### config.mk
export PLATFORM = sky130hd
export DESIGN_NAME = sample_statistics_engine_unit_flat
export DESIGN_NICKNAME = d
export VERILOG_FILES = /design/src/rtl/sse_pkg.sv /design/src/rtl/sse_channels.sv /design/src/rtl/sample_statistics_engine_unit.sv /design/src/rtl/sse_store.sv /design/src/rtl/sse_divider.sv /design/src/flat_wrapper.sv
export SDC_FILE = /design/constraint.sdc
export NUM_CORES = 1
export LEC_CHECK = 0
export BUFFER_PORTS_ARGS = -buffer_cell sky130_fd_sc_hd__buf_2
export CAP_MARGIN = 20
export CORE_MARGIN = 3
export CORE_UTILIZATION = 30
export CTS_CLUSTER_SIZE = 20
export DETAILED_ROUTE_END_ITERATION = 8
export PLACE_DENSITY = 0.53
export SLEW_MARGIN = 20
export SYNTH_ARGS = -nofsm -noshare
export SYNTH_HDL_FRONTEND = slang
export SYNTH_HIERARCHICAL = 1
export SYNTH_SLANG_ARGS = --single-unit
### constraint.sdc
create_clock -name i_clk -period 4.9 [get_ports i_clk]
set_input_delay 0.98 -clock i_clk [delete_from_list [all_inputs] [get_ports i_clk]]
set_output_delay 0.98 -clock i_clk [all_outputs]
set_load 0.005 [all_outputs]
### src/rtl/sse_pkg.sv
// sample statistics engine: shared types and constants
// word layouts for both channels and the sequencer state type; no dependencies
package sse_pkg;

    localparam int SAMPLE_W  = 16;
    localparam int FRAC_W    = 8;
    localparam int FIX_W     = 24;
    localparam int CNT_OUT_W = 6;

    typedef struct packed {
        logic [SAMPLE_W-1:0] sample;
        logic                is_last;
    } t_sse_in;

    typedef struct packed {
        logic [CNT_OUT_W-1:0] sample_count;
        logic [SAMPLE_W-1:0]  largest;
        logic [SAMPLE_W-1:0]  smallest;
        logic [SAMPLE_W-1:0]  spread;
        logic [FIX_W-1:0]     mean_fixed;
        logic [FIX_W-1:0]     mean_abs_dev_fixed;
    } t_sse_out;

    typedef enum logic [2:0] {
        ST_LOAD,
        ST_MEAN_GO,
        ST_MEAN_WAIT,
        ST_DEV,
        ST_DEV_GO,
        ST_DEV_WAIT,
        ST_OUT
    } t_sse_state;

endpackage

### src/rtl/sse_channels.sv
// sample statistics engine: valid/ready channel interfaces
// depends on sse_pkg for the word layouts
interface sse_in_if;
    logic             valid;
    logic             ready;
    sse_pkg::t_sse_in data;

    modport source (output valid, output data, input ready);
    modport sink   (input valid, input data, output ready);
endinterface

interface sse_out_if;
    logic              valid;
    logic              ready;
    sse_pkg::t_sse_out data;

    modport source (output valid, output data, input ready);
    modport sink   (input valid, input data, output ready);
endinterface

### src/rtl/sample_statistics_engine_unit.sv
// sample statistics engine: top level with sequencer and datapath
// depends on sse_pkg, sse_channels, sse_store and sse_divider
//
// usage: samples arrive one word per cycle on i_smp; each is written to the
// store while count, sum, maximum and minimum are updated on the fly. the word
// flagged is_last, or the one that fills the store, closes the set. the block
// then drops ready and works out the statistics: the mean through the shared
// bit-serial divider (DVD_W = 24 + count width, 30 for 32 samples), a pass
// over the store accumulating |mean - sample| (one memory read a cycle), and
// a second run of the same divider for the deviation. one result word then
// sits on o_res. while o_res is stalled the result holds and no new sample
// is taken; the next set starts the cycle after the result word is taken.
// reset (synchronous, active low) empties the set and idles the sequencer;
// memory contents are not cleared, only entries written in the current set
// are ever read back.
module sample_statistics_engine_unit #(
    parameter int MAX_SAMPLES = 32
) (
    input  logic        i_clk,
    input  logic        i_rst_n,
    sse_in_if.sink      i_smp,
    sse_out_if.source   o_res
);

    localparam int CW    = $clog2(MAX_SAMPLES + 1);
    localparam int AW    = (MAX_SAMPLES > 1) ? $clog2(MAX_SAMPLES) : 1;
    localparam int SW    = sse_pkg::SAMPLE_W + CW;
    localparam int DVD_W = sse_pkg::FIX_W + CW;
    localparam logic [CW-1:0] MAX_CNT = CW'(MAX_SAMPLES);

    sse_pkg::t_sse_state r_state, n_state;

    logic [CW-1:0]                r_cnt, n_cnt;
    logic [SW-1:0]                r_sum, n_sum;
    logic [sse_pkg::SAMPLE_W-1:0] r_max, n_max;
    logic [sse_pkg::SAMPLE_W-1:0] r_min, n_min;
    logic [sse_pkg::FIX_W-1:0]    r_mean, n_mean;
    logic [DVD_W-1:0]             r_dev, n_dev;
    logic [CW-1:0]                r_idx, n_idx;
    logic                         r_rd_vld, n_rd_vld;
    sse_pkg::t_sse_out            r_res, n_res;

    logic                         in_acc, out_acc, set_end;
    logic                         div_start, div_busy, div_done;
    logic [DVD_W-1:0]             div_dividend, div_quo;
    logic                         issue;
    logic [sse_pkg::SAMPLE_W-1:0] rd_data;
    logic [sse_pkg::FIX_W-1:0]    x_fix;
    logic [sse_pkg::FIX_W:0]      diff;
    logic [sse_pkg::FIX_W-1:0]    abs_diff;
    logic [sse_pkg::SAMPLE_W-1:0] smp;

    assign smp     = i_smp.data.sample;
    assign in_acc  = i_smp.valid && i_smp.ready;
    assign out_acc = o_res.valid && o_res.ready;
    assign set_end = i_smp.data.is_last || (r_cnt + CW'(1) == MAX_CNT);
    assign issue   = (r_idx != r_cnt);

    // next state
    always_comb begin
        n_state = r_state;
        case (r_state)
            sse_pkg::ST_LOAD: begin
                if (in_acc && set_end) n_state = sse_pkg::ST_MEAN_GO;
            end
            sse_pkg::ST_MEAN_GO:   n_state = sse_pkg::ST_MEAN_WAIT;
            sse_pkg::ST_MEAN_WAIT: begin
                if (div_done) n_state = sse_pkg::ST_DEV;
            end
            sse_pkg::ST_DEV: begin
                if (!issue && !r_rd_vld) n_state = sse_pkg::ST_DEV_GO;
            end
            sse_pkg::ST_DEV_GO:    n_state = sse_pkg::ST_DEV_WAIT;
            sse_pkg::ST_DEV_WAIT: begin
                if (div_done) n_state = sse_pkg::ST_OUT;
            end
            sse_pkg::ST_OUT: begin
                if (out_acc) n_state = sse_pkg::ST_LOAD;
            end
            default: n_state = sse_pkg::ST_LOAD;
        endcase
    end

    // sequencer outputs
    always_comb begin
        i_smp.ready  = 1'b0;
        o_res.valid  = 1'b0;
        div_start    = 1'b0;
        div_dividend = DVD_W'({r_sum, {sse_pkg::FRAC_W{1'b0}}});
        case (r_state)
            sse_pkg::ST_LOAD:    i_smp.ready = 1'b1;
            sse_pkg::ST_MEAN_GO: div_start   = 1'b1;
            sse_pkg::ST_DEV_GO: begin
                div_start    = 1'b1;
                div_dividend = r_dev;
            end
            sse_pkg::ST_OUT:     o_res.valid = 1'b1;
            default: ;
        endcase
    end

    // absolute difference against the truncated mean
    always_comb begin
        x_fix    = {rd_data, {sse_pkg::FRAC_W{1'b0}}};
        diff     = {1'b0, r_mean} - {1'b0, x_fix};
        abs_diff = diff[sse_pkg::FIX_W] ? (x_fix - r_mean) : diff[sse_pkg::FIX_W-1:0];
    end

    // datapath
    always_comb begin
        n_cnt    = r_cnt;
        n_sum    = r_sum;
        n_max    = r_max;
        n_min    = r_min;
        n_mean   = r_mean;
        n_dev    = r_dev;
        n_idx    = r_idx;
        n_rd_vld = 1'b0;
        n_res    = r_res;
        case (r_state)
            sse_pkg::ST_LOAD: begin
                if (in_acc) begin
                    n_cnt = r_cnt + CW'(1);
                    n_sum = r_sum + SW'(smp);
                    if (smp > r_max) n_max = smp;
                    if (smp < r_min) n_min = smp;
                end
            end
            sse_pkg::ST_MEAN_WAIT: begin
                if (div_done) begin
                    n_mean = div_quo[sse_pkg::FIX_W-1:0];
                    n_dev  = '0;
                    n_idx  = '0;
                end
            end
            sse_pkg::ST_DEV: begin
                n_rd_vld = issue;
                if (issue) n_idx = r_idx + CW'(1);
                if (r_rd_vld) n_dev = r_dev + DVD_W'(abs_diff);
            end
            sse_pkg::ST_DEV_WAIT: begin
                if (div_done) begin
                    n_res.sample_count       = sse_pkg::CNT_OUT_W'(r_cnt);
                    n_res.largest            = r_max;
                    n_res.smallest           = r_min;
                    n_res.spread             = r_max - r_min;
                    n_res.mean_fixed         = r_mean;
                    n_res.mean_abs_dev_fixed = div_quo[sse_pkg::FIX_W-1:0];
                end
            end
            sse_pkg::ST_OUT: begin
                if (out_acc) begin
                    n_cnt = '0;
                    n_sum = '0;
                    n_max = '0;
                    n_min = '1;
                end
            end
            default: ;
        endcase
    end

    always_ff @(posedge i_clk) begin
        if (!i_rst_n) begin
            r_state  <= sse_pkg::ST_LOAD;
            r_cnt    <= '0;
            r_sum    <= '0;
            r_max    <= '0;
            r_min    <= '1;
            r_dev    <= '0;
            r_idx    <= '0;
            r_rd_vld <= 1'b0;
        end else begin
            r_state  <= n_state;
            r_cnt    <= n_cnt;
            r_sum    <= n_sum;
            r_max    <= n_max;
            r_min    <= n_min;
            r_dev    <= n_dev;
            r_idx    <= n_idx;
            r_rd_vld <= n_rd_vld;
        end
    end

    always_ff @(posedge i_clk) begin
        r_mean <= n_mean;
        r_res  <= n_res;
    end

    assign o_res.data = r_res;

    sse_store #(
        .DEPTH  (MAX_SAMPLES),
        .DATA_W (sse_pkg::SAMPLE_W),
        .ADDR_W (AW)
    ) u_store (
        .i_clk   (i_clk),
        .i_we    (in_acc),
        .i_waddr (r_cnt[AW-1:0]),
        .i_wdata (smp),
        .i_raddr (r_idx[AW-1:0]),
        .o_rdata (rd_data)
    );

    sse_divider #(
        .DVD_W (DVD_W),
        .DVR_W (CW)
    ) u_div (
        .i_clk      (i_clk),
        .i_rst_n    (i_rst_n),
        .i_start    (div_start),
        .i_dividend (div_dividend),
        .i_divisor  (r_cnt),
        .o_busy     (div_busy),
        .o_done     (div_done),
        .o_quotient (div_quo)
    );

    // no sample may be taken while a division is in flight
    a_no_load_in_div: assert property (@(posedge i_clk) disable iff (!i_rst_n)
        div_busy |-> !i_smp.ready)
        else $error("sample accepted during division");

    // the set never grows past the store
    a_cnt_bound: assert property (@(posedge i_clk) disable iff (!i_rst_n)
        r_cnt <= MAX_CNT)
        else $error("sample count beyond store depth");

    // a closing word always leads into the mean division next cycle
    a_set_close: assert property (@(posedge i_clk) disable iff (!i_rst_n)
        (in_acc && set_end) |=> (r_state == sse_pkg::ST_MEAN_GO))
        else $error("set end not followed by mean division");

    // the mean lies between the smallest and largest samples
    a_mean_range: assert property (@(posedge i_clk) disable iff (!i_rst_n)
        o_res.valid |-> (o_res.data.mean_fixed >= {o_res.data.smallest, 8'h00}) &&
                        (o_res.data.mean_fixed <= {o_res.data.largest, 8'h00}))
        else $error("mean outside sample range");

    // a set always holds at least one sample when the result is shown
    a_nonempty: assert property (@(posedge i_clk) disable iff (!i_rst_n)
        o_res.valid |-> (r_cnt != '0))
        else $error("result for empty set");

endmodule

### src/rtl/sse_store.sv
// sample statistics engine: sample memory
// one write port, one read port with registered read data; no dependencies
module sse_store #(
    parameter int DEPTH  = 32,
    parameter int DATA_W = 16,
    parameter int ADDR_W = 5
) (
    input  logic              i_clk,
    input  logic              i_we,
    input  logic [ADDR_W-1:0] i_waddr,
    input  logic [DATA_W-1:0] i_wdata,
    input  logic [ADDR_W-1:0] i_raddr,
    output logic [DATA_W-1:0] o_rdata
);

    logic [DATA_W-1:0] r_mem [DEPTH];
    logic [DATA_W-1:0] r_rdata;

    always_ff @(posedge i_clk) begin
        if (i_we) begin
            r_mem[i_waddr] <= i_wdata;
        end
    end

    always_ff @(posedge i_clk) begin
        r_rdata <= r_mem[i_raddr];
    end

    assign o_rdata = r_rdata;

endmodule

### src/rtl/sse_divider.sv
// sample statistics engine: restoring divider, one quotient bit per cycle
// shared by the mean and the deviation divisions; no dependencies
module sse_divider #(
    parameter int DVD_W = 30,
    parameter int DVR_W = 6
) (
    input  logic             i_clk,
    input  logic             i_rst_n,
    input  logic             i_start,
    input  logic [DVD_W-1:0] i_dividend,
    input  logic [DVR_W-1:0] i_divisor,
    output logic             o_busy,
    output logic             o_done,
    output logic [DVD_W-1:0] o_quotient
);

    localparam int STEP_W = $clog2(DVD_W + 1);

    logic              r_busy, n_busy;
    logic              r_done, n_done;
    logic [STEP_W-1:0] r_step, n_step;
    logic [DVR_W-1:0]  r_rem, n_rem;
    logic [DVD_W-1:0]  r_quo, n_quo;
    logic [DVR_W-1:0]  r_dvs, n_dvs;

    logic [DVR_W:0]    shifted;
    logic [DVR_W+1:0]  trial;
    logic              fits;

    always_comb begin
        shifted = {r_rem, r_quo[DVD_W-1]};
        trial   = {1'b0, shifted} - {2'b00, r_dvs};
        fits    = !trial[DVR_W+1];
    end

    always_comb begin
        n_busy = r_busy;
        n_done = 1'b0;
        n_step = r_step;
        n_rem  = r_rem;
        n_quo  = r_quo;
        n_dvs  = r_dvs;
        if (i_start) begin
            n_busy = 1'b1;
            n_step = STEP_W'(DVD_W);
            n_rem  = '0;
            n_quo  = i_dividend;
            n_dvs  = i_divisor;
        end else if (r_busy) begin
            n_rem  = fits ? trial[DVR_W-1:0] : shifted[DVR_W-1:0];
            n_quo  = {r_quo[DVD_W-2:0], fits};
            n_step = r_step - STEP_W'(1);
            if (r_step == STEP_W'(1)) begin
                n_busy = 1'b0;
                n_done = 1'b1;
            end
        end
    end

    always_ff @(posedge i_clk) begin
        if (!i_rst_n) begin
            r_busy <= 1'b0;
            r_done <= 1'b0;
            r_step <= '0;
        end else begin
            r_busy <= n_busy;
            r_done <= n_done;
            r_step <= n_step;
        end
    end

    always_ff @(posedge i_clk) begin
        r_rem <= n_rem;
        r_quo <= n_quo;
        r_dvs <= n_dvs;
    end

    assign o_busy     = r_busy;
    assign o_done     = r_done;
    assign o_quotient = r_quo;

endmodule

### src/flat_wrapper.sv
// flat-port wrapper written by rule: the top's interface ports become plain ports
module sample_statistics_engine_unit_flat 
#(
    parameter int MAX_SAMPLES = 32
)
  (i_clk, i_rst_n, i_smp_valid, i_smp_data, i_smp_ready, o_res_valid, o_res_data, o_res_ready);
  sse_in_if i_smp_i ();
  sse_out_if o_res_i ();
  input  logic i_clk;
  input  logic i_rst_n;
  input wire logic [$bits(i_smp_i.valid)-1:0] i_smp_valid;
  input wire logic [$bits(i_smp_i.data)-1:0] i_smp_data;
  output wire logic [$bits(i_smp_i.ready)-1:0] i_smp_ready;
  output wire logic [$bits(o_res_i.valid)-1:0] o_res_valid;
  output wire logic [$bits(o_res_i.data)-1:0] o_res_data;
  input wire logic [$bits(o_res_i.ready)-1:0] o_res_ready;
  assign i_smp_i.valid = i_smp_valid;
  assign i_smp_i.data = i_smp_data;
  assign i_smp_ready = i_smp_i.ready;
  assign o_res_valid = o_res_i.valid;
  assign o_res_data = o_res_i.data;
  assign o_res_i.ready = o_res_ready;
  sample_statistics_engine_unit #(.MAX_SAMPLES(MAX_SAMPLES)) u_core (.i_clk(i_clk), .i_rst_n(i_rst_n), .i_smp(i_smp_i), .o_res(o_res_i));
endmodule
==> flow_metrics.env, run 1 <==
export IMPL_fin_skew_ns=0.0397
export IMPL_grt_overflow=0
export IMPL_antenna_found_initial=6
export IMPL_fin_crit_sh_pct=97.2
export IMPL_stdcell_area_um2=42200
export IMPL_synth_distinct_cells=89
export IMPL_ys_ff_latch=803
export IMPL_syn_instance_count=2659
export IMPL_setup_viol=0
export IMPL_grt_pass1_wl_um=145000
export IMPL_dr_total_vias=22500
export IMPL_crit_path_end_kind="register"
export IMPL_p_leak_nw=14.8
export IMPL_portBuffers=124
export IMPL_dr_first_iter_drc_count=1563
export IMPL_yosys_area_top_type="edfxtp_1"
export IMPL_synth_edff_count=674
export IMPL_ys_warn_count=6
export IMPL_timing_final_max_slew_violations=0
export IMPL_post_place_ws_ns=0.0538
export IMPL_yosysSeqAreaShare_pct=63.1
export IMPL_insertion_delay_ns=0.67
export IMPL_grt_use_total_pct=15.4
export IMPL_cts_sinks=803
export IMPL_synth_nets=2821
export IMPL_first_global_vias=22400
export IMPL_drv_cap=0
export IMPL_layout_setup_ws_ns=0.139
export IMPL_met1_length_um=44400
export IMPL_drcViolationCount=0
export IMPL_synth_area_leaders="edfxtp_1 56%, mux2i_1 7.8%, dfxtp_1 7.1%, ha_1 4.7%, a21oi_1 1.8%"
export IMPL_crit_fanout=8
export IMPL_dieArea_um2=125000
export IMPL_report_power_total_mw=17.5
export IMPL_critPathLaunchType="register"
export IMPL_cellPowerDensity_nw_per_um2=415
export IMPL_hp_class="reg2reg"
export IMPL_ff2ff_setup_slack_ns=0.14
export IMPL_yosys_top_cells_count="674 x edfxtp_1, 282 x mux2i_1, 147 x nor2_1"
export IMPL_clock_root_buffer="clkbuf_16"
export IMPL_clockBufferDepth=3
export IMPL_rsz0062_at_grt="true"
export IMPL_drive_above_1_share_pct=17.3
export IMPL_core_area_um2=119000
export IMPL_synth_area_um2=36200
export IMPL_ant_nets=0
export IMPL_synthFlopType="edfxtp_1"
export IMPL_dr_wl_met2_um=46300
export IMPL_synth_top_area_share_pct=55.9
export IMPL_ios=125
export IMPL_clkTransAtPathRegs_ns=0.07
export IMPL_routed_top_layer="met4"
export IMPL_fin_crit_ns=4.76
export IMPL_wire_per_inst_um=21.6
export IMPL_synth_most_common_cell="edfxtp_1"
export IMPL_syn_area_per_cell_um2=13.6
export IMPL_place_area_um2=39100
export IMPL_vias_per_cell=4.93
export IMPL_place_hpwl_um=65700
export IMPL_setup_tns_final_ns=0
export IMPL_rows=126
export IMPL_slew_headroom_pct=30.9
export IMPL_ys_async_sr_fraction_pct=0
export IMPL_fmaxAchievable_ghz=0.210
export IMPL_num_nets_final=3055
export IMPL_gp_congestion=0.834
export IMPL_fp_dieH_um=353
export IMPL_worst_slew_pin_slew_ns=1.04
export IMPL_wl_um=98800
export IMPL_finalHoldViolations=0
export IMPL_wl_met3_um=5550
export IMPL_final_util_pct=35.5
export IMPL_first_pass_iters=5
export IMPL_areaGrowthSynthToFinish_pct=16.7
export IMPL_cts_buffers=89
export IMPL_cp_arrival_ns=5.32
export IMPL_cts_max_level=3
export IMPL_outcome="finished, final reports clean"
export IMPL_critical_path_required_ns=5.46
export IMPL_vdd_drop_max_mv=0.261
export IMPL_die_width_um=353
export IMPL_cts_tree="done"
export IMPL_grt_max_degree=69
export IMPL_start_util_pct=30.4
export IMPL_critPathKind="reg2reg"
-- worst max-delay path: stages, from the launching register on --
cell	delay [ns]
edfxtp_1	0.40
inv_2	0.10
ha_4	0.13
inv_2	0.04
fa_2	0.40
a211oi_4	0.31
o211ai_2	0.13
a2111oi_4	0.32
buf_4	0.19
nor2_4	0.08
o31a_1	0.28
xor2_1	0.15
ha_1	0.29
and3_4	0.19
and3_4	0.17
nor2b_4	0.11
a221o_1	0.34
o31ai_4	0.29
a21oi_2	0.11
or3_1	0.38
a32o_1	0.26
-- placed cells by master (no fill, tap or decap), types with 8 or more instances in the layout --
cell type,synthesis,routed
nand2_1,137,137
clkbuf_1,37,23
nor2b_1,18,14
o31ai_1,14,14
and2_1,29,28
nand4_1,32,32
and3_1,13,10
nor2_1,147,146
a21oi_2,2,8
nor3_1,47,47
a21oi_1,129,123
nand3_1,72,71
mux2i_1,282,282
o21ai_0,67,60
a21o_1,34,34
o21a_1,12,12
or3_1,13,13
mux2_2,53,53
inv_1,116,114
buf_4,21,120
clkbuf_16,0,91
a22o_1,40,40
xor2_1,29,28
nand2b_1,8,8
a211oi_1,18,15
a31oi_1,32,30
edfxtp_1,674,674
o211ai_1,9,9
dfxtp_1,129,128
o21ai_1,4,9
clkinv_2,0,18
xnor2_1,54,54
a22oi_1,75,75
ha_1,136,131
o22a_1,16,16
buf_2,31,124
clkinv_1,0,11
-- kinds of logic (layout without fill, tap and decap cells) --
| logic type | after synthesis | after routing | synth area share, % |
|---|---|---|---|
| AOI/OAI and AO/OA | 517 | 517 | 9.92 |
| xor gates and xnor gates | 83 | 83 | 2.01 |
| adders and majority gates | 141 | 141 | 4.98 |
| buffers and inverters | 227 | 534 | 3.22 |
| DFF | 803 | 803 | 63.1 |
| muxes | 338 | 338 | 9.57 |
| other | 0 | 2 | 0 |
| and+or+nand+nor | 550 | 551 | 7.25 |
-- worst paths after layout --
kind | startpoint | end | depth (start not counted)
min | u_core/r_min[4]$_SDFFE_PN1P_ | u_core/o_res.data[68]$_DFFE_PP_ | 0
max | u_core/r_mean[8]$_DFFE_PP_ | u_core/r_dev[21]$_SDFFE_PN0P_ | 20
min reg2reg | u_core/r_min[4]$_SDFFE_PN1P_ | u_core/o_res.data[68]$_DFFE_PP_ | 0
max reg2reg | u_core/r_mean[8]$_DFFE_PP_ | u_core/r_dev[21]$_SDFFE_PN0P_ | 20
-- metrics by stage --
stage,hold WS [ns],cells
final,0.447,4569
after CTS,0.460,4556
after floorplan,0.426,2659
after global placement,0.441,4391
after global routing,0.473,4567
after detailed placement,0.444,4391
-- state kept, by name, summed over array words and instances, names as in the netlist, 6 cells and up --
register                 count
u_core/u_store/r_mem       512
u_core/r_mean               24
u_core/r_idx                 6
u_core/r_sum                22
u_core/r_max                16
u_core/r_min                16
u_core/r_cnt                 6
u_core/u_div/o_quotient     30
u_core/o_res.data          102
u_core/u_div/r_rem           6
u_core/u_div/r_dvs           6
u_core/u_store/o_rdata      16
u_core/r_dev                30
-- where the power goes --
group,internal [mW],switching [mW]
combinational,1.12,1.58
clock,3.87,2.80
sequential,7.83,0.325
-- layout make-up --
cell class                      instances  area (um^2)
Clock inverter                         47          503
Antenna cell                            2         5.00
Fill cell                           11500        76600
Sequential cell                       803        22800
Clock buffer                          118         2420
Inverter                              119          447
Multi-Input combinational cell       1630        12400
Tap cell                             1600         2000
Timing Repair Buffer                  250         1640
-- what timing repair did --
action / CTS / global route
resized for setup: 0 / 38
hold buffers: 0 / 0
setup buffers: 0 / 10
setup endpoints to repair: 0 / 15
-- per-layer routing --
metal  GRT usage (%)  up-vias
met5               0        -
met4            4.49        0
met3            2.91      121
met2            25.1      557
met1            20.8    11300
li1                -    10600
Power figures use the tool's default switching activity.
==> run 2: changes to the inputs <==
--- a/config.mk
+++ b/config.mk
@@ -11,7 +11,8 @@
 export CORE_UTILIZATION = 30
 export CTS_CLUSTER_SIZE = 20
 export DETAILED_ROUTE_END_ITERATION = 8
-export PLACE_DENSITY = 0.53
+export PLACE_DENSITY = 0.54
+export REMOVE_ABC_BUFFERS = 1
 export SLEW_MARGIN = 20
 export SYNTH_ARGS = -nofsm -noshare
 export SYNTH_HDL_FRONTEND = slang
==> run 2 against run 1 <==
  * Clock skew rose by 0.016 ns
  * Clock-buffer cell count is the same
  * Cell area down 0.58%
  * Die area unchanged
  * Non-clock buffer count is 7 lower
  * Critical path depth stayed put
==> flow_metrics.env, run 2 (synthesis results as in run 1) <==
export IMPL_final_cells=4552
export IMPL_final_util_pct=35.3
export IMPL_finalHoldViolations=0
export IMPL_path_buf_inv=3
export IMPL_wl_um=97100
export IMPL_worst_slew_pin_slew_ns=1.01
export IMPL_fin_skew_ns=0.0555
export IMPL_die_width_um=353
export IMPL_core_area_um2=119000
export IMPL_fill_cells=11600
export IMPL_cts_max_level=3
export IMPL_grt_use_total_pct=15.3
export IMPL_largest_reg_flops=512
export IMPL_num_nets_final=3043
export IMPL_wire_per_inst_um=21.3
export IMPL_hold_depth=0
export IMPL_outcome="finished, final reports clean"
export IMPL_cp_depth=20
export IMPL_setup_viol=0
export IMPL_fmaxAchievable_ghz=0.213
export IMPL_crit_fanout=9
export IMPL_r2r_start="u_core/r_mean[8]$_DFFE_PP_"
export IMPL_slowest_stage="edfxtp_1"
export IMPL_gp_congestion=0.889
export IMPL_stdcell_area_um2=42000
export IMPL_postCtsHoldBufs=0
export IMPL_reg2reg_to="u_core/r_dev[21]$_SDFFE_PN0P_"
export IMPL_critPathKind="reg2reg"
export IMPL_clockBufferDepth=3
export IMPL_cp_arrival_ns=5.24
export IMPL_ff2ff_setup_slack_ns=0.20
export IMPL_areaGrowthSynthToFinish_pct=16.0
export IMPL_post_place_ws_ns=0.0548
export IMPL_fp_dieH_um=353
export IMPL_antenna_found_initial=7
export IMPL_clkTransAtPathRegs_ns=0.06
export IMPL_layout_common_cells="674 x edfxtp_1, 282 x mux2i_1, 145 x nor2_1"
export IMPL_grt_max_degree=65
export IMPL_first_global_vias=22100
export IMPL_cts_sinks=803
export IMPL_clock_root_buffer="clkbuf_16"
export IMPL_dp_cells=4392
export IMPL_top_register="u_core/u_store/r_mem"
export IMPL_rsz0062_at_grt="true"
export IMPL_drv_cap=0
export IMPL_report_power_total_mw=17.2
export IMPL_dieArea_um2=125000
export IMPL_grt_overflow=0
export IMPL_rows=126
export IMPL_slew_headroom_pct=32.0
export IMPL_min_from="u_core/r_min[5]$_SDFFE_PN1P_"
export IMPL_first_pass_iters=5
export IMPL_ant_nets=0
export IMPL_ios=125
export IMPL_crit_path_end_kind="register"
export IMPL_drive_above_1_share_pct=16.4
export IMPL_drcViolationCount=0
export IMPL_setup_tns_final_ns=0
export IMPL_vias_per_cell=4.93
export IMPL_dr_first_iter_drc_count=1825
export IMPL_insertion_delay_ns=0.65
export IMPL_critPathLaunchType="register"
export IMPL_cellPowerDensity_nw_per_um2=410
export IMPL_grt_pass1_wl_um=145000
export IMPL_critPathMaxStageDelay_ns=0.39
export IMPL_r2r_cells=20
export IMPL_timing_final_max_slew_violations=0
export IMPL_crit_family="compound AO/OA/AOI/OAI gates"
export IMPL_vdd_drop_max_mv=0.254
export IMPL_worstHoldEndpoint="u_core/o_res.data[69]$_DFFE_PP_"
export IMPL_reg_largest_list="u_core/u_store/r_mem: 512 flops, u_core/o_res.data: 102 flops"
export IMPL_fin_crit_sh_pct=96.0
export IMPL_start_util_pct=30.4
export IMPL_p_leak_nw=14.8
export IMPL_place_hpwl_um=64700
export IMPL_whs_ns=0.464
export IMPL_hp_class="reg2reg"
export IMPL_cts_buffers=85
export IMPL_fin_crit_ns=4.70
export IMPL_layout_setup_ws_ns=0.196
export IMPL_dr_total_vias=22400
export IMPL_cts_tree="done"
export IMPL_place_area_um2=39100
export IMPL_critical_path_required_ns=5.43
export IMPL_path_cells="inv_1 -> ha_1 -> inv_1 -> fa_2 -> a211oi_2 -> o211ai_2 -> a2111oi_4 -> buf_4 -> nor2_4 -> o31a_1 -> xor2_1 -> ha_1 -> and3_1 -> and3_1 -> nor2b_1 -> a221o_1 -> o31ai_4 -> a21oi_2 -> or3_1 -> a32o_1"
export IMPL_layout_commonest_cell="edfxtp_1"
export IMPL_portBuffers=124
run 2: cell count changes in the layout (fill, tap and decap cells not counted), moves of 3 or more:
cell / change
clkbuf_16: -5
o21ai_0: +4
a21oi_1: +5
clkinv_2: -5
a21oi_2: -5
buf_4: -7
clkbuf_8: +6
ha_2: -3
ha_1: +3
o21ai_1: -3
run 2: area by class of cell:
class                   instances  area, um^2  area share, %
diodes                          1        2.50        0.00596
clock buffers                 118        2370           5.65
clock inverters                39         422           1.00
inverters                     119         447           1.06
multi-input cells            1629       12300           29.3
flip-flops and latches        803       22800           54.4
well taps                    1600        2000           4.77
repair buffers                243        1590           3.79
run 2: what timing repair did:
item | in CTS | in global routing
setup buffers | 1 | 1
resized for setup | 0 | 17
setup endpoints to repair | 1 | 15
pin swaps | 2 | 6
run 2: how the worst max path moves through the flow:
stage / slack, ns / to / start
global route: -0.04 / u_core/r_dev[27]$_SDFFE_PN0P_ / u_core/r_mean[8]$_DFFE_PP_
finish: 0.20 / u_core/r_dev[21]$_SDFFE_PN0P_ / u_core/r_mean[8]$_DFFE_PP_
CTS: 0.001 / u_core/r_dev[21]$_SDFFE_PN0P_ / u_core/r_mean[8]$_DFFE_PP_
global placement: 0.11 / u_core/r_dev[21]$_SDFFE_PN0P_ / u_core/r_mean[8]$_DFFE_PP_
detailed placement: 0.05 / u_core/r_dev[21]$_SDFFE_PN0P_ / u_core/r_mean[8]$_DFFE_PP_
floorplan: -5.01 / u_core/r_idx[0]$_SDFFE_PN0P_ / u_core/r_idx[0]$_SDFFE_PN0P_
run 2: per-layer routing:
layer	up-vias	track usage (%)	wire length, um
met1	11200	21.6	45000
met4	2	4.52	2410
met3	128	2.43	5340
met2	572	24.2	44400
li1	10500	-	-
met5	-	0	13
run 2: power by group:
group | internal (mW) | switching [mW] | leakage [nW] | total [mW]
clock network | 3.73 | 2.72 | 1.36 | 6.44
logic | 1.09 | 1.57 | 6.24 | 2.66
registers | 7.83 | 0.296 | 7.15 | 8.13
total | 12.6 | 4.58 | 14.8 | 17.2
==> run 3: changes to the inputs <==
--- a/config.mk
+++ b/config.mk
@@ -7,13 +7,14 @@
 export LEC_CHECK = 0
 export BUFFER_PORTS_ARGS = -buffer_cell sky130_fd_sc_hd__buf_2
 export CAP_MARGIN = 20
+export CELL_PAD_IN_SITES_DETAIL_PLACEMENT = 1
+export CELL_PAD_IN_SITES_GLOBAL_PLACEMENT = 1
 export CORE_MARGIN = 3
 export CORE_UTILIZATION = 30
 export CTS_CLUSTER_SIZE = 20
 export DETAILED_ROUTE_END_ITERATION = 8
-export PLACE_DENSITY = 0.54
+export PLACE_DENSITY = 0.61
 export REMOVE_ABC_BUFFERS = 1
-export SLEW_MARGIN = 20
 export SYNTH_ARGS = -nofsm -noshare
 export SYNTH_HDL_FRONTEND = slang
 export SYNTH_HIERARCHICAL = 1
==> run 3 against run 2 <==
  * Global-route usage up 1.2 points
  * Sequential cell count unchanged
  * Worst hold slack worse by 0.00087 ns
  * Clock-buffer cell count down 9
  * Critical endpoint unchanged
==> flow_metrics.env, run 3 (synthesis results as in run 1) <==
export IMPL_outcome="finished, final reports clean"
export IMPL_critPathMaxStageDelay_ns=0.46
export IMPL_grt_overflow=0
export IMPL_clockBufferDepth=3
export IMPL_reg_largest_list="u_core/u_store/r_mem: 512 flops, u_core/o_res.data: 102 flops"
export IMPL_cts_tree="done"
export IMPL_p_leak_nw=14.9
export IMPL_cts_buffers=89
export IMPL_fp_dieH_um=353
export IMPL_fmaxAchievable_ghz=0.207
export IMPL_grt_use_total_pct=16.5
export IMPL_path_cells="inv_2 -> ha_4 -> inv_2 -> fa_2 -> a211oi_4 -> o211ai_2 -> a2111oi_4 -> nor2_4 -> buf_12 -> o31a_1 -> xor2_2 -> ha_1 -> buf_4 -> a21oi_1 -> o21ai_1 -> a221o_1 -> o31ai_4 -> a21oi_2 -> or3_1 -> a32o_1"
export IMPL_gr_usage_met1_pct=23.0
export IMPL_hp_class="reg2reg"
export IMPL_cts_sinks=803
export IMPL_drv_cap=0
export IMPL_core_area_um2=119000
export IMPL_critPathLaunchType="register"
export IMPL_vias_per_cell=5.04
export IMPL_vdd_drop_max_mv=0.237
export IMPL_report_power_total_mw=17.9
export IMPL_ios=125
export IMPL_dr_total_vias=23000
export IMPL_cp_common_cell="inv_2"
export IMPL_critPathKind="reg2reg"
export IMPL_portBuffers=124
export IMPL_postCtsHoldBufs=0
export IMPL_fin_crit_ns=4.84
export IMPL_clock_root_buffer="clkbuf_16"
export IMPL_crit_fanout=5
export IMPL_top_usage_layer="met2"
export IMPL_gp_congestion=0.876
export IMPL_insertion_delay_ns=0.71
export IMPL_drcViolationCount=0
export IMPL_critical_path_required_ns=5.45
export IMPL_dr_first_iter_drc_count=1857
export IMPL_place_hpwl_um=71400
export IMPL_worst_slew_pin_slew_ns=1.10
export IMPL_layout_common_cells="674 x edfxtp_1, 282 x mux2i_1, 146 x nor2_1"
export IMPL_crit_path_end_kind="register"
export IMPL_finalHoldViolations=0
export IMPL_cellPowerDensity_nw_per_um2=422
export IMPL_setup_viol=0
export IMPL_die_width_um=353
export IMPL_cp_arrival_ns=5.39
export IMPL_dp_cells=4392
export IMPL_timing_final_max_slew_violations=0
export IMPL_fill_cells=12600
export IMPL_areaGrowthSynthToFinish_pct=17.3
export IMPL_final_util_pct=35.7
export IMPL_grt_pass1_wl_um=156000
export IMPL_wl_um=106000
export IMPL_drive_above_1_share_pct=17.7
export IMPL_slowest_stage="a2111oi_4"
export IMPL_final_cells=4573
export IMPL_first_pass_iters=5
export IMPL_rsz0062_at_grt="true"
export IMPL_cts_max_level=3
export IMPL_slew_headroom_pct=26.2
export IMPL_fin_skew_ns=0.0521
export IMPL_start_util_pct=30.4
export IMPL_num_nets_final=3063
export IMPL_rows=126
export IMPL_first_global_vias=23600
export IMPL_fin_crit_sh_pct=98.7
export IMPL_clkTransAtPathRegs_ns=0.06
export IMPL_wire_per_inst_um=23.2
export IMPL_grt_use_met3_pct=2.22
export IMPL_largest_reg_flops=512
export IMPL_dieArea_um2=125000
export IMPL_ant_nets=0
export IMPL_grt_max_degree=109
export IMPL_antenna_found_initial=8
export IMPL_met2_usage_pct=27.0
export IMPL_layout_commonest_cell="edfxtp_1"
export IMPL_top_register="u_core/u_store/r_mem"
## run 3: cell types whose count changed in the layout (fill, tap and decap cells not counted), sizes merged
cell and change:
clkbuf -9, clkinv +4, bufinv +4, clkinvlp +4
diode +2, buf +16
## run 3: layout make-up
| cell class | instances | area (um^2) | share of cell area, % |
|---|---|---|---|
| antenna | 3 | 7.51 | 0.0177 |
| inverter | 119 | 447 | 1.05 |
| sequential | 803 | 22800 | 53.7 |
| clock inverter | 51 | 654 | 1.54 |
| timing repair buffer | 259 | 1700 | 4.00 |
| tap | 1600 | 2000 | 4.71 |
| clock buffer | 109 | 2380 | 5.60 |
| multi-input combinational | 1629 | 12500 | 29.3 |
## run 3: per-stage QoR
step | area (um^2) | worst slack, ns | setup TNS, ns | hold slack (ns)
floorplan | 35500 | -5.01 | -124.80 | 0.426
detailed placement | 39100 | 0.0119 | 0 | 0.458
finish | 42500 | 0.0647 | 0 | 0.463
CTS | 42100 | 0.00257 | 0 | 0.473
global route | 42500 | -0.106 | -0.376 | 0.477
global placement | 39100 | 0.0758 | 0 | 0.442
## run 3: routing by layer
layer  routed length, um  part of all wire [%]  vias to the layer above
met3                4200                   4.0                      140
met5                  26                 0.025                        -
li1                    -                     -                    10600
met2               49700                    47                      449
met1               49500                    47                    11900
met4                2570                   2.4                        4
## run 3: critical path, delay by kind of cell, from the launching register on
family / cells / cell delay, ns
buf+inv: 4 / 0.45
simple gates: 2 / 0.46
xor+xnor: 1 / 0.17
compound gates: 10 / 2.38
fa+ha+maj: 3 / 0.86
flops: 1 / 0.41
## run 3: where the power goes
| part | total [mW] | leakage, nW | internal, mW | switching (mW) |
|---|---|---|---|---|
| Sequential | 8.15 | 7.15 | 7.83 | 0.322 |
| Clock | 6.93 | 1.45 | 4.02 | 2.91 |
| Combinational | 2.85 | 6.34 | 1.18 | 1.67 |
| Total | 17.9 | 14.9 | 13.0 | 4.90 |
## run 3: repair_timing
action | CTS | global route
endpoints found under the hold margin | 0 | 0
endpoints found under the setup margin | 4 | 13
buffers inserted | 1 | 17
pin swaps | 5 | 34
gates resized for setup | 5 | 50
## run 3: worst paths after layout
kind / start / endpoint / slack [ns] / cells past startpoint
max: u_core/r_mean[8]$_DFFE_PP_ / u_core/r_dev[21]$_SDFFE_PN0P_ / 0.06 / 20
min: u_core/r_min[2]$_SDFFE_PN1P_ / u_core/o_res.data[66]$_DFFE_PP_ / 0.46 / 0
max reg2reg: u_core/r_mean[8]$_DFFE_PP_ / u_core/r_dev[21]$_SDFFE_PN0P_ / 0.06 / 20
min reg2reg: u_core/r_min[2]$_SDFFE_PN1P_ / u_core/o_res.data[66]$_DFFE_PP_ / 0.46 / 0
